<file path="config.mk">
export PLATFORM = sky130hd
export DESIGN_NAME = tlv_frame_receiver
export DESIGN_NICKNAME = d
export VERILOG_FILES = /design/src/design/tfr_pkg.sv /design/src/design/tlv_frame_receiver.sv /design/src/design/tfr_fifo.sv /design/src/design/tfr_front.sv /design/src/design/tfr_back.sv
export SDC_FILE = /design/constraint.sdc
export NUM_CORES = 1
export LEC_CHECK = 0
export BUFFER_PORTS_ARGS = -buffer_cell sky130_fd_sc_hd__buf_2
export CORE_MARGIN = 8
export CORE_UTILIZATION = 35
export DETAILED_ROUTE_END_ITERATION = 6
export PLACE_DENSITY = 0.56
export REMOVE_ABC_BUFFERS = 1
export SKIP_CTS_REPAIR_TIMING = 1
export SLEW_MARGIN = 20
export SYNTH_ARGS = -nofsm -noshare
export SYNTH_HDL_FRONTEND = slang
export SYNTH_SLANG_ARGS = --single-unit
export TNS_END_PERCENT = 1
</file>
<file path="constraint.sdc">
create_clock -name clk -period 3.8 [get_ports clk]
set_input_delay 0.38 -clock clk [delete_from_list [all_inputs] [get_ports clk]]
set_output_delay 0.38 -clock clk [all_outputs]
set_load 0.02 [all_outputs]
</file>
<file path="src/design/tfr_pkg.sv">
// tfr_pkg: types and constants shared by the frame receiver modules.
// No dependencies; every other file of the block but tfr_fifo imports this package.
`default_nettype none

package tfr_pkg;

	// Fixed field widths of the item and result beats.
	localparam int unsigned TYPE_W    = 8;
	localparam int unsigned BYTE_W    = 8;
	localparam int unsigned IDX_W     = 6;
	localparam int unsigned TICK_W    = 16;
	localparam int unsigned ACC_W     = 16;
	// Byte counter and frame length: wide enough for a length of 64.
	localparam int unsigned LEN_W     = 7;

	// Depths of the job queue (one entry per buffer bank) and of the result queue.
	localparam int unsigned JOB_DEPTH = 2;
	localparam int unsigned OUT_DEPTH = 4;
	localparam int unsigned OUT_CNT_W = $clog2(OUT_DEPTH + 1);

	// Configuration register indexes.
	localparam logic [1:0] CFG_IDX_TYPE_LOW  = 2'd0;
	localparam logic [1:0] CFG_IDX_TYPE_HIGH = 2'd1;
	localparam logic [1:0] CFG_IDX_TIMEOUT   = 2'd2;

	// Configuration reset values.
	localparam logic [TYPE_W-1:0] TYPE_LOW_RST  = 8'd1;
	localparam logic [TYPE_W-1:0] TYPE_HIGH_RST = 8'd4;
	localparam logic [TICK_W-1:0] TIMEOUT_RST   = 16'd10000;

	typedef enum logic [1:0] {
		PH_IDLE    = 2'd0,
		PH_LENGTH  = 2'd1,
		PH_PAYLOAD = 2'd2
	} phase_t;

	typedef struct packed {
		logic              mode;
		logic [BYTE_W-1:0] rx_byte;
	} in_item_t;

	typedef struct packed {
		logic [TYPE_W-1:0] frame_type;
		logic [BYTE_W-1:0] payload_byte;
		logic [IDX_W-1:0]  byte_index;
		logic              last;
		logic              empty_frame;
	} out_item_t;

	typedef struct packed {
		logic [TYPE_W-1:0] type_low;
		logic [TYPE_W-1:0] type_high;
		logic [TICK_W-1:0] timeout_ticks;
	} cfg_regs_t;

	// One completed frame handed from the front to the back.
	typedef struct packed {
		logic [TYPE_W-1:0] frame_type;
		logic [LEN_W-1:0]  length;
		logic              bank;
	} job_t;

	// Payload buffer write from the front.
	typedef struct packed {
		logic              en;
		logic              bank;
		logic [IDX_W-1:0]  addr;
		logic [BYTE_W-1:0] data;
	} mem_wr_t;

endpackage

`default_nettype wire

</file>
<file path="src/design/tlv_frame_receiver.sv">
// tlv_frame_receiver: type-length-value frame receiver with inter-byte timeout.
// Throughput: one item (byte or tick) per cycle; full rises only while two completed
// frames, one per buffer bank, still wait to be drained. Results drain at one per cycle
// while the result queue has room; each frame passes the job queue, the registered buffer
// read and the result queue. Reset clears all control state and the configuration
// registers at once; the payload buffer is not cleared and needs no clearing pass.
`default_nettype none

module tlv_frame_receiver #(
	parameter int unsigned BUFFER_DEPTH    = 64,
	parameter int unsigned LEN_FIELD_BYTES = 2
) (
	input  wire logic                clk,
	input  wire logic                arst_n,
	// Item side, seen as a queue: a beat is taken when push is high and full is low.
	input  wire logic                push,
	input  wire tfr_pkg::in_item_t   item,
	output      logic                full,
	// Result side: the oldest result waits on result while empty is low.
	output      logic                empty,
	input  wire logic                pop,
	output      tfr_pkg::out_item_t  result,
	// Configuration write channel.
	input  wire logic                cfg_valid,
	output      logic                cfg_ready,
	input  wire logic [1:0]          cfg_index,
	input  wire logic [15:0]         cfg_data
);

	import tfr_pkg::*;

	cfg_regs_t              cfg_q;
	logic                   jq_push;
	logic                   jq_pop;
	logic                   jq_full;
	logic                   jq_empty;
	job_t                   jq_in;
	job_t                   jq_head;
	mem_wr_t                mem_wr;
	logic                   of_push;
	logic                   of_full;
	out_item_t              of_data;
	logic [OUT_CNT_W-1:0]   of_count;

	// The configuration registers are always ready. Writes must come only while the block
	// is quiet; the block does not enforce this. A write takes effect from the next beat on.
	assign cfg_ready = 1'b1;

	always_ff @(posedge clk or negedge arst_n) begin
		if (!arst_n) begin
			cfg_q.type_low      <= TYPE_LOW_RST;
			cfg_q.type_high     <= TYPE_HIGH_RST;
			cfg_q.timeout_ticks <= TIMEOUT_RST;
		end else if (cfg_valid && cfg_ready) begin
			unique case (cfg_index)
				CFG_IDX_TYPE_LOW: begin
					cfg_q.type_low <= cfg_data[TYPE_W-1:0];
				end
				CFG_IDX_TYPE_HIGH: begin
					cfg_q.type_high <= cfg_data[TYPE_W-1:0];
				end
				CFG_IDX_TIMEOUT: begin
					cfg_q.timeout_ticks <= cfg_data[TICK_W-1:0];
				end
				default: begin
					cfg_q <= cfg_q;
				end
			endcase
		end
	end

	// The front runs the framing state machine and fills one buffer bank per frame.
	tfr_front #(
		.BUFFER_DEPTH    (BUFFER_DEPTH),
		.LEN_FIELD_BYTES (LEN_FIELD_BYTES)
	) u_front (
		.clk      (clk),
		.arst_n   (arst_n),
		.push     (push),
		.item     (item),
		.full     (full),
		.jq_full  (jq_full),
		.cfg      (cfg_q),
		.job_push (jq_push),
		.job      (jq_in),
		.mem_wr   (mem_wr)
	);

	// The job queue holds one entry per bank, so its occupancy is the number of
	// banks owned by the back; the front stalls when both are taken.
	tfr_fifo #(
		.item_t (job_t),
		.DEPTH  (JOB_DEPTH)
	) u_job_q (
		.clk    (clk),
		.arst_n (arst_n),
		.push   (jq_push),
		.wdata  (jq_in),
		.pop    (jq_pop),
		.rdata  (jq_head),
		.empty  (jq_empty),
		.full   (jq_full),
		.count  ()
	);

	// The back reads the buffer and forms one result beat per payload byte or empty frame.
	tfr_back #(
		.BUFFER_DEPTH (BUFFER_DEPTH)
	) u_back (
		.clk       (clk),
		.arst_n    (arst_n),
		.mem_wr    (mem_wr),
		.job       (jq_head),
		.job_empty (jq_empty),
		.job_pop   (jq_pop),
		.of_count  (of_count),
		.of_push   (of_push),
		.of_data   (of_data)
	);

	// Result queue: parts the drain pipeline from a consumer that stalls.
	tfr_fifo #(
		.item_t (out_item_t),
		.DEPTH  (OUT_DEPTH)
	) u_out_q (
		.clk    (clk),
		.arst_n (arst_n),
		.push   (of_push),
		.wdata  (of_data),
		.pop    (pop),
		.rdata  (result),
		.empty  (empty),
		.full   (of_full),
		.count  (of_count)
	);

	// A finished frame must never arrive while both banks are still owned by the back.
	a_job_no_overflow: assert property (@(posedge clk) disable iff (!arst_n)
		jq_push |-> !jq_full)
		else $error("frame job pushed into a full job queue");

	// The drain pipeline must reserve room for every beat it has in flight.
	a_out_no_overflow: assert property (@(posedge clk) disable iff (!arst_n)
		of_push |-> !of_full)
		else $error("result beat pushed into a full result queue");

	// The marker of a zero-length frame is a lone, final beat with cleared payload.
	a_empty_marker: assert property (@(posedge clk) disable iff (!arst_n)
		(!empty && result.empty_frame) |->
			(result.last && result.byte_index == '0 && result.payload_byte == '0))
		else $error("malformed empty-frame marker");

	// The buffer is never written while the front is stalled on a full job queue.
	a_no_write_when_full: assert property (@(posedge clk) disable iff (!arst_n)
		jq_full |-> !mem_wr.en)
		else $error("payload write while both buffer banks are owned by the back");

endmodule

`default_nettype wire

</file>
<file path="src/design/tfr_fifo.sv">
// tfr_fifo: small first-in first-out queue of register entries, any item type.
// Depends on nothing but its parameters; DEPTH must be a power of two.
`default_nettype none

module tfr_fifo #(
	parameter type         item_t = logic,
	parameter int unsigned DEPTH  = 2
) (
	input  wire logic                         clk,
	input  wire logic                         arst_n,
	input  wire logic                         push,
	input  wire item_t                        wdata,
	input  wire logic                         pop,
	output      item_t                        rdata,
	output      logic                         empty,
	output      logic                         full,
	output      logic [$clog2(DEPTH+1)-1:0]   count
);

	localparam int unsigned PW = $clog2(DEPTH);
	localparam int unsigned CW = $clog2(DEPTH + 1);

	item_t          mem_q [DEPTH];
	logic [PW-1:0]  wr_ptr_q;
	logic [PW-1:0]  rd_ptr_q;
	logic [CW-1:0]  count_q;
	logic           do_push;
	logic           do_pop;

	assign empty   = (count_q == '0);
	assign full    = (count_q == CW'(DEPTH));
	assign count   = count_q;
	assign rdata   = mem_q[rd_ptr_q];
	assign do_push = push && !full;
	assign do_pop  = pop && !empty;

	always_ff @(posedge clk or negedge arst_n) begin
		if (!arst_n) begin
			wr_ptr_q <= '0;
			rd_ptr_q <= '0;
			count_q  <= '0;
		end else begin
			if (do_push) begin
				wr_ptr_q <= wr_ptr_q + PW'(1);
			end
			if (do_pop) begin
				rd_ptr_q <= rd_ptr_q + PW'(1);
			end
			if (do_push && !do_pop) begin
				count_q <= count_q + CW'(1);
			end else if (do_pop && !do_push) begin
				count_q <= count_q - CW'(1);
			end
		end
	end

	always_ff @(posedge clk) begin
		if (do_push) begin
			mem_q[wr_ptr_q] <= wdata;
		end
	end

endmodule

`default_nettype wire

</file>
<file path="src/design/tfr_front.sv">
// tfr_front: framing state machine; classifies bytes and ticks, writes payload
// into the buffer and hands completed frames on as jobs. Depends on tfr_pkg.
`default_nettype none

module tfr_front #(
	parameter int unsigned BUFFER_DEPTH    = 64,
	parameter int unsigned LEN_FIELD_BYTES = 2
) (
	input  wire logic               clk,
	input  wire logic               arst_n,
	input  wire logic               push,
	input  wire tfr_pkg::in_item_t  item,
	output      logic               full,
	input  wire logic               jq_full,
	input  wire tfr_pkg::cfg_regs_t cfg,
	output      logic               job_push,
	output      tfr_pkg::job_t      job,
	output      tfr_pkg::mem_wr_t   mem_wr
);

	import tfr_pkg::*;

	phase_t              phase_q, phase_d;
	logic [TYPE_W-1:0]   kind_q, kind_d;
	logic [ACC_W-1:0]    len_q, len_d;
	logic [LEN_W-1:0]    cnt_q, cnt_d;
	logic [TICK_W-1:0]   ticks_q, ticks_d;
	logic                bank_q;

	logic                in_fire;
	logic                is_tick;
	logic                type_hit;
	logic [TICK_W-1:0]   tick_next;
	logic                timeout_hit;
	logic [ACC_W-1:0]    len_next;
	logic [LEN_W-1:0]    cnt_next;
	logic                len_done;
	logic                len_over;
	logic                len_zero;
	logic                pay_done;

	// Stall only when both buffer banks hold frames still being drained.
	assign full    = jq_full;
	assign in_fire = push && !full;
	assign is_tick = item.mode;

	assign type_hit    = (item.rx_byte >= cfg.type_low) && (item.rx_byte <= cfg.type_high);
	assign tick_next   = ticks_q + TICK_W'(1);
	// A timeout of zero behaves like one; a wrapped count also expires.
	assign timeout_hit = (tick_next >= cfg.timeout_ticks) || (tick_next == '0);
	assign len_next    = {len_q[ACC_W-BYTE_W-1:0], item.rx_byte};
	assign cnt_next    = cnt_q + LEN_W'(1);
	assign len_done    = (cnt_next >= LEN_W'(LEN_FIELD_BYTES));
	assign len_over    = (len_next > ACC_W'(BUFFER_DEPTH));
	assign len_zero    = (len_next == '0);
	assign pay_done    = (cnt_next >= len_q[LEN_W-1:0]);

	always_comb begin
		phase_d = phase_q;
		if (in_fire) begin
			unique case (phase_q)
				PH_IDLE: begin
					if (!is_tick && type_hit) begin
						phase_d = PH_LENGTH;
					end
				end
				PH_LENGTH: begin
					if (is_tick) begin
						if (timeout_hit) begin
							phase_d = PH_IDLE;
						end
					end else if (len_done) begin
						phase_d = (len_over || len_zero) ? PH_IDLE : PH_PAYLOAD;
					end
				end
				PH_PAYLOAD: begin
					if (is_tick) begin
						if (timeout_hit) begin
							phase_d = PH_IDLE;
						end
					end else if (pay_done) begin
						phase_d = PH_IDLE;
					end
				end
				default: begin
					phase_d = PH_IDLE;
				end
			endcase
		end
	end

	always_comb begin
		kind_d      = kind_q;
		len_d       = len_q;
		cnt_d       = cnt_q;
		ticks_d     = ticks_q;
		job_push    = 1'b0;
		mem_wr.en   = 1'b0;
		mem_wr.bank = bank_q;
		mem_wr.addr = cnt_q[IDX_W-1:0];
		mem_wr.data = item.rx_byte;
		if (in_fire) begin
			unique case (phase_q)
				PH_IDLE: begin
					if (!is_tick && type_hit) begin
						kind_d  = item.rx_byte;
						len_d   = '0;
						cnt_d   = '0;
						ticks_d = '0;
					end
				end
				PH_LENGTH: begin
					if (is_tick) begin
						if (timeout_hit) begin
							cnt_d   = '0;
							ticks_d = '0;
						end else begin
							ticks_d = tick_next;
						end
					end else begin
						ticks_d = '0;
						len_d   = len_next;
						cnt_d   = cnt_next;
						if (len_done) begin
							cnt_d    = '0;
							// A zero-length frame goes straight to the back as a marker.
							job_push = !len_over && len_zero;
						end
					end
				end
				PH_PAYLOAD: begin
					if (is_tick) begin
						if (timeout_hit) begin
							cnt_d   = '0;
							ticks_d = '0;
						end else begin
							ticks_d = tick_next;
						end
					end else begin
						ticks_d   = '0;
						mem_wr.en = 1'b1;
						cnt_d     = cnt_next;
						if (pay_done) begin
							cnt_d    = '0;
							job_push = 1'b1;
						end
					end
				end
				default: begin
					cnt_d   = '0;
					ticks_d = '0;
				end
			endcase
		end
	end

	always_comb begin
		job.frame_type = kind_q;
		job.length     = (phase_q == PH_PAYLOAD) ? len_q[LEN_W-1:0] : '0;
		job.bank       = bank_q;
	end

	always_ff @(posedge clk or negedge arst_n) begin
		if (!arst_n) begin
			phase_q <= PH_IDLE;
			kind_q  <= '0;
			len_q   <= '0;
			cnt_q   <= '0;
			ticks_q <= '0;
			bank_q  <= 1'b0;
		end else begin
			phase_q <= phase_d;
			kind_q  <= kind_d;
			len_q   <= len_d;
			cnt_q   <= cnt_d;
			ticks_q <= ticks_d;
			if (job_push) begin
				bank_q <= !bank_q;
			end
		end
	end

endmodule

`default_nettype wire

</file>
<file path="src/design/tfr_back.sv">
// tfr_back: two-bank payload buffer and the drain pipeline that turns one job
// into result beats, one per cycle while the result queue has room. Depends on tfr_pkg.
`default_nettype none

module tfr_back #(
	parameter int unsigned BUFFER_DEPTH = 64
) (
	input  wire logic                              clk,
	input  wire logic                              arst_n,
	input  wire tfr_pkg::mem_wr_t                  mem_wr,
	input  wire tfr_pkg::job_t                     job,
	input  wire logic                              job_empty,
	output      logic                              job_pop,
	input  wire logic [tfr_pkg::OUT_CNT_W-1:0]     of_count,
	output      logic                              of_push,
	output      tfr_pkg::out_item_t                of_data
);

	import tfr_pkg::*;

	localparam int unsigned AW        = (BUFFER_DEPTH > 1) ? $clog2(BUFFER_DEPTH) : 1;
	localparam int unsigned MEM_WORDS = 2 << AW;

	logic [BYTE_W-1:0]  mem_q [MEM_WORDS];
	logic [LEN_W-1:0]   idx_q;
	logic [LEN_W-1:0]   idx_next;
	logic               valid_s1;
	out_item_t          meta_s1;
	logic [BYTE_W-1:0]  rdata_s1;
	logic [OUT_CNT_W:0] fill;
	logic               room;
	logic               issue;
	logic               is_empty;
	logic               is_last;

	// Count the beat already in flight so the result queue never overflows.
	assign fill     = {1'b0, of_count} + (OUT_CNT_W + 1)'(valid_s1);
	assign room     = (fill < (OUT_CNT_W + 1)'(OUT_DEPTH));
	assign issue    = !job_empty && room;
	assign idx_next = idx_q + LEN_W'(1);
	assign is_empty = (job.length == '0);
	assign is_last  = is_empty || (idx_next == job.length);
	// The job leaves the queue, freeing its bank, once its last beat is issued.
	assign job_pop  = issue && is_last;

	always_ff @(posedge clk or negedge arst_n) begin
		if (!arst_n) begin
			idx_q    <= '0;
			valid_s1 <= 1'b0;
		end else begin
			valid_s1 <= issue;
			if (job_pop) begin
				idx_q <= '0;
			end else if (issue) begin
				idx_q <= idx_next;
			end
		end
	end

	always_ff @(posedge clk) begin
		if (mem_wr.en) begin
			mem_q[{mem_wr.bank, mem_wr.addr[AW-1:0]}] <= mem_wr.data;
		end
		if (issue) begin
			rdata_s1             <= mem_q[{job.bank, idx_q[AW-1:0]}];
			meta_s1.frame_type   <= job.frame_type;
			meta_s1.payload_byte <= '0;
			meta_s1.byte_index   <= idx_q[IDX_W-1:0];
			meta_s1.last         <= is_last;
			meta_s1.empty_frame  <= is_empty;
		end
	end

	always_comb begin
		of_push              = valid_s1;
		of_data              = meta_s1;
		of_data.payload_byte = meta_s1.empty_frame ? '0 : rdata_s1;
	end

endmodule

`default_nettype wire

</file>
# Word-level counts from Yosys, hierarchy flattened
# Memory sizes are Yosys's and may differ from the RTL's. A register that Yosys moved wholly into a read port is not among the register bits.
# Cells that the tools add are included.
# classes
n_addsub	12
n_lt_le_gt_ge	7
n_eq_ne	11
mux	44
reduce_logical	47
# ops
cell	n
$mux W7	9
$mux W16	3
$logic_not A16 Y1	2
$pmux W16 S2	1
$pmux W7 S3	1
$mux W2	9
$add A16 B1 Y16 const B	1
$ge A16 B16 Y1	1
$gt A16 B7 Y1 const B	1
$mux W8	2
$pmux W8 S2	1
$add A7 B1 Y7 const B	2
$logic_and A1 B1 Y1	14
$mux W1	14
$logic_not A1 Y1	11
$ge A8 B8 Y1	1
$le A8 B8 Y1	1
$reduce_and A2 Y1	4
$reduce_and A4 Y1	2
$reduce_bool A2 Y1	4
$eq A7 B7 Y1	1
$ge A7 B2 Y1 const B	1
$ge A7 B7 Y1	1
$logic_not A7 Y1	1
other kinds (21)	33
# word_totals
register_bits	109
ramBits	1152
in_bits	32
out_inout_bits	27
elab_cells	145
n_memories	3
# mem_list
memory	words	width	read_ports	rd_clocked_by_memory_dff	write_ports	line	text
u_back.mem_q	128	8	1	1	1	tfr_back.sv:24	logic [BYTE_W-1:0] mem_q [MEM_WORDS];
u_out_q.mem_q	4	24	1	0	1	tfr_fifo.sv:23	item_t mem_q [DEPTH];
u_job_q.mem_q	2	16	1	0	1	tfr_fifo.sv:23	

# Depth between registers and ports, before layout
# logic_depth
depth_word	12
ltp_mapped	16
ltp_nobuf	15

# Hierarchy
# Synthesis repeated with hierarchy kept, for this count alone.
# unflattened
cells_unflattened	2810
area_unflattened_um2	51821.0
# by_module_without_submodules
module	instances	cells_per_inst	area_per_inst_um2	seq_area_each_um2
tfr_back	1	2081	41474.8	31670.4
tfr_fifo (u_out_q)	1	162	3937.5	3057.9
tfr_front	1	428	3763.6	1051.0
tfr_fifo (u_job_q)	1	69	1402.6	1061.0
tlv_frame_receiver	1	70	1242.4	809.5

# Worst setup path before layout
# Ideal clock, no wire load.
# synth_timing
path_kind	reg-to-reg
start	register u_front.ticks_q[0]
end	register u_front.ticks_q[9]
setup_ns	0.131
arrival_time_ns	3.054
t_required_ns	3.669
slack_ns	0.616
stages_incl_launch_ff	15
path_buffers	2
period_less_slack_ns	3.184
path_cell_list	dfrtp_1 > ha_1 > clkbuf_1 > nand4_1 > nor2_1 > and3_1 > xor2_1 > ha_1 > nand4_1 > or4_1 > a41o_1 > o311a_1 > buf_2 > a31oi_1 > mux2i_1
# synth_via
elab_chain_cells	6
word_cells_on_any_way	7
cone_classes	add/sub: 1; order compare: 1; mux: 3; reduce/logical: 2
# synth_lines
item	line	text
from (decl)	tfr_front.sv:27	logic [TICK_W-1:0] ticks_q, ticks_d;
from (signal assigned)	tfr_front.sv:176	ticks_q <= ticks_d;
$add A16 B1 Y16 (*)	tfr_front.sv:48	assign tick_next = ticks_q + TICK_W'(1);
$ge A16 B16 Y1 or $logic_not A16 Y1 (tied branches)	tfr_front.sv:50	assign timeout_hit = (tick_next >= cfg.timeout_ticks) || (tick_next == '0);
$logic_or A1 B1 Y1	tfr_front.sv:50	
$mux W16 (*)	tfr_front.sv:114, tfr_front.sv:133	
$mux W16 (*)	tfr_front.sv:113	if (is_tick) begin
$pmux W16 S2 (*)	tfr_front.sv:103	unique case (phase_q)
# Mark *: on every way between the ends. The rest lies on a longest branch, timed or not.
# A chain may end at the register's enable or synchronous reset.

# Worst setup path after layout
# layout_timing
start	register u_front.ticks_q[0]
end	register u_front.phase_q[0]
# layout_via
elab_chain_cells	6
word_cells_on_any_way	8
cone_classes	add/sub: 1; order compare: 1; mux: 4; reduce/logical: 2
# layout_lines
item	line	text
$add A16 B1 Y16 (*)	tfr_front.sv:48	
$ge A16 B16 Y1 or $logic_not A16 Y1 (tied branches)	tfr_front.sv:50	
$logic_or A1 B1 Y1 (*)	tfr_front.sv:50	
$mux W2 (*)	-	
$mux W2, on equally long branches	-	
$pmux W2 S3 (*)	-	
to (signal assigned)	tfr_front.sv:172	phase_q <= phase_d;
to (decl)	tfr_front.sv:23	phase_t phase_q, phase_d;
# Marks and branches as above.

==> flow_summary.ini <==
[outcome]
status = completed

[critical_path]
crit_path_start_kind = flop
crit_fanout = 20
r2r_end = u_front.phase_q[0]
critPathCaptureType = flop
worst_ep_arrival_time_ns = 4.25
setup.worst_path.class = flop to flop
r2r_cells = 13
regToRegSetupSlack_ns = 0.18
r2r-start = u_front.ticks_q[0]
cp.required_ns = 4.43

[clock_network]
cts_buffers = 132
clock_path_buffers = 3
cts_tree = built
cts_sinks = 1269
cts_root_buf = clkbuf_16
htree_levels = 4
clk_latency_ns = 0.76
clk_pin_slew_ns = 0.06

[pwr]
p_leak_nw = 19.1
p_total_w = 0.0405
power.density_nw_per_um2 = 687
ir_worst_vdd_mv = 0.381

[hold_path]
min_to = u_back.mem_q[10][2]
hp-class = input port to flop
min_delay_path_depth = 1
hold_start = item[2]

[logic_synthesis]
synth_ff_type = edfxtp_1
yosysUniqueCellTypes = 64
synth_edf_count = 1176
syn_area_per_cell_sq_um = 20.6
synth.most_common_cell = edfxtp_1
ys_seq_area_frac = 0.740
synth_area_sq_um = 50900
yosys.area.top_type = edfxtp_1
syn-instance-count = 2474
async_flop_share = 0.0733
synth.top_cells.by_count = edfxtp_1 (1176), mux4_2 (352), nor2_1 (156), dfrtp_1 (86), clkbuf_1 (74)
synth_area_leaders = edfxtp_1 (69%), mux4_2 (16%), dfrtp_1 (4.2%), ha_1 (1.3%), nor2_1 (1.2%)
synth-seq-cells = 1269
synth_warnings = 0
netlist.area_leader.share = 0.694

[global_routing]
grt_antenna_before_repair = 2
grt_usage = 0.153
grt_pass1_wl_mm = 179
grt.met3_usage = 0.0306
grt_pass1_vias = 25800
grt.met2_usage = 0.255
grtUsageMet1 = 0.207
busiest_layer = met2
grt_max_degree = 130
overflow = 0

[floorplan]
initial_core_util = 0.351
fp.dieW_microns = 397
die_h_microns = 397
rows = 140
die-area_sq_um = 158000
core_sq_um = 145000
pin_count = 59

[place]
place_ws_ns = 0.134
numPortBuffers = 57
hpwl_mm = 77.2
gp_congestion = 0.795

[detailed_routing]
dr.pass1.iters = 6
route.detailed.drc = 0
ant_nets = 0
vias = 24800
drtIter0Drc = 2311
vias_per_cell = 5.25
wl_mm = 122
avgRoutedWirePerCell_microns = 25.9

[timing]
worst_slack_ns = 0.180
drv_slew = 0
clock_skew_ns = 0.0294
slew_headroom = 0.336
tightest_slew_ns = 0.996
period_needed_ns = 3.62
fmax_mhz = 276
fin_crit_sh = 0.953
setup_viol = 0
hold_viol_final = 0

[final_layout]
area_growth_pct = 15.7
multi_input_area_sq_um = 12500
drive_above_1_share = 0.285
nFillCells = 12800
seq_area_sq_um = 37700
nNetsFinal = 2793

[job]
maxCapViolCount = 0
## how the worst max path moves through the flow
stage	startpoint	to	slack, ns	cells after the start
after floorplan	u_back.idx_q[0]	u_job_q.count[1]	-8.57	9
after global placement	u_front.ticks_q[2]	u_front.ticks_q[9]	0.25	12
after detailed placement	u_front.ticks_q[0]	u_front.phase_q[0]	0.13	13
after CTS	u_front.ticks_q[0]	u_front.phase_q[0]	0.12	13
after global routing	u_front.ticks_q[4]	u_front.ticks_q[0]	-0.007	13
final	u_front.ticks_q[0]	u_front.phase_q[0]	0.18	13
## worst max-delay path, stage by stage (launching register included)
cell and delay, ns:
dfrtp_1 0.48, ha_2 0.32, nand4_1 0.16, nor2_1 0.17
and3_1 0.19, xor2_1 0.25, ha_1 0.18, nand4_1 0.09
or4_1 0.56, a41o_1 0.24, o311a_1 0.18, buf_4 0.23
a211oi_1 0.30, o2bb2ai_1 0.12
## layer usage
layer	wire (microns)	share of wire
met5	0	0
met4	2460	0.020
met3	6940	0.057
met2	60400	0.49
met1	52400	0.43
## cells by family (layout without fill, tap and decap cells)
group / Yosys count / count (layout) / synth area share
DFF: 1269 / 1269 / 0.740
muxes: 427 / 427 / 0.172
and+or+nand+nor: 354 / 354 / 0.0325
buffers and inverters: 185 / 520 / 0.0154
AOI/OAI and AO/OA: 138 / 138 / 0.0191
adders and majority gates: 55 / 55 / 0.0137
xor gates and xnor gates: 45 / 45 / 0.00775
other: 1 / 2 / 0.0000737
## power breakdown
part | switching (W) | internal, W | total [W] | leakage (nW)
combinational | 0.00545 | 0.00506 | 0.0105 | 5.31
clock | 0.00531 | 0.00754 | 0.0128 | 2.09
sequential | 0.000859 | 0.0163 | 0.0171 | 11.7
total | 0.0116 | 0.0289 | 0.0405 | 19.1
## state kept, by name, summed over array words and instances, names as in the netlist
name	cells
u_back.of_push	1
u_front.cnt_q	7
u_out_q.mem_q	96
u_front.len_q	8
u_front.ticks_q	16
u_out_q.count	3
u_job_q.mem_q	32
u_front.bank_q	1
u_out_q.rd_ptr_q	2
u_back.rdata_s1	8
u_job_q.rd_ptr_q	1
u_back.of_data	16
u_out_q.wr_ptr_q	2
u_job_q.count	2
u_back.idx_q	7
cfg_q	32
u_job_q.wr_ptr_q	1
u_front.phase_q	2
u_back.mem_q	1024
u_front.kind_q	8
## stage by stage
stage / instances / hold slack (ns) / setup TNS, ns / utilization / area [sq um]
finish: 4727 / 0.0521 / 0 / 0.406 / 58900
floorplan: 2343 / 0.0844 / -164.20 / - / 50300
global route: 4726 / 0.0177 / -0.0161 / 0.406 / 58900
CTS: 4704 / -0.261 / 0 / 0.405 / 58700
detailed placement: 4467 / 0.453 / 0 / 0.375 / 54400
global placement: 4467 / 0.444 / 0 / 0.375 / 54400
## layout by cell type (no fill, tap or decap), types with 8 or more instances in the layout
cell / count
mux2i_1: 30
and2_1: 15
o21a_1: 11
o21ai_0: 26
xnor2_1: 30
edfxtp_1: 1176
nand2b_1: 11
clkbuf_16: 140
bufinv_16: 11
dlygate4sd3_1: 21
nor2b_1: 19
a21oi_1: 13
o22ai_1: 10
inv_1: 54
nor4_1: 9
a32o_1: 12
nand2_1: 58
mux4_2: 352
ha_1: 53
nand3_1: 27
dfrtp_1: 80
mux2_2: 43
a22o_1: 8
a22oi_1: 8
buf_12: 16
nand4_1: 14
buf_2: 48
buf_4: 144
xor2_1: 15
clkinv_2: 13
nor2_1: 156
nor3_1: 17
clkinv_1: 25
a21o_1: 14
clkbuf_1: 33
## layout make-up
cell class,count,area share
clock buffers,175,0.0621
inverters,54,0.00344
multi-input cells,1020,0.212
repair buffers,229,0.0314
flip-flops and latches,1269,0.640
clock inverters,62,0.0109
diodes,1,0.0000425
well taps,1917,0.0407
Power figures use the tool's default switching activity.
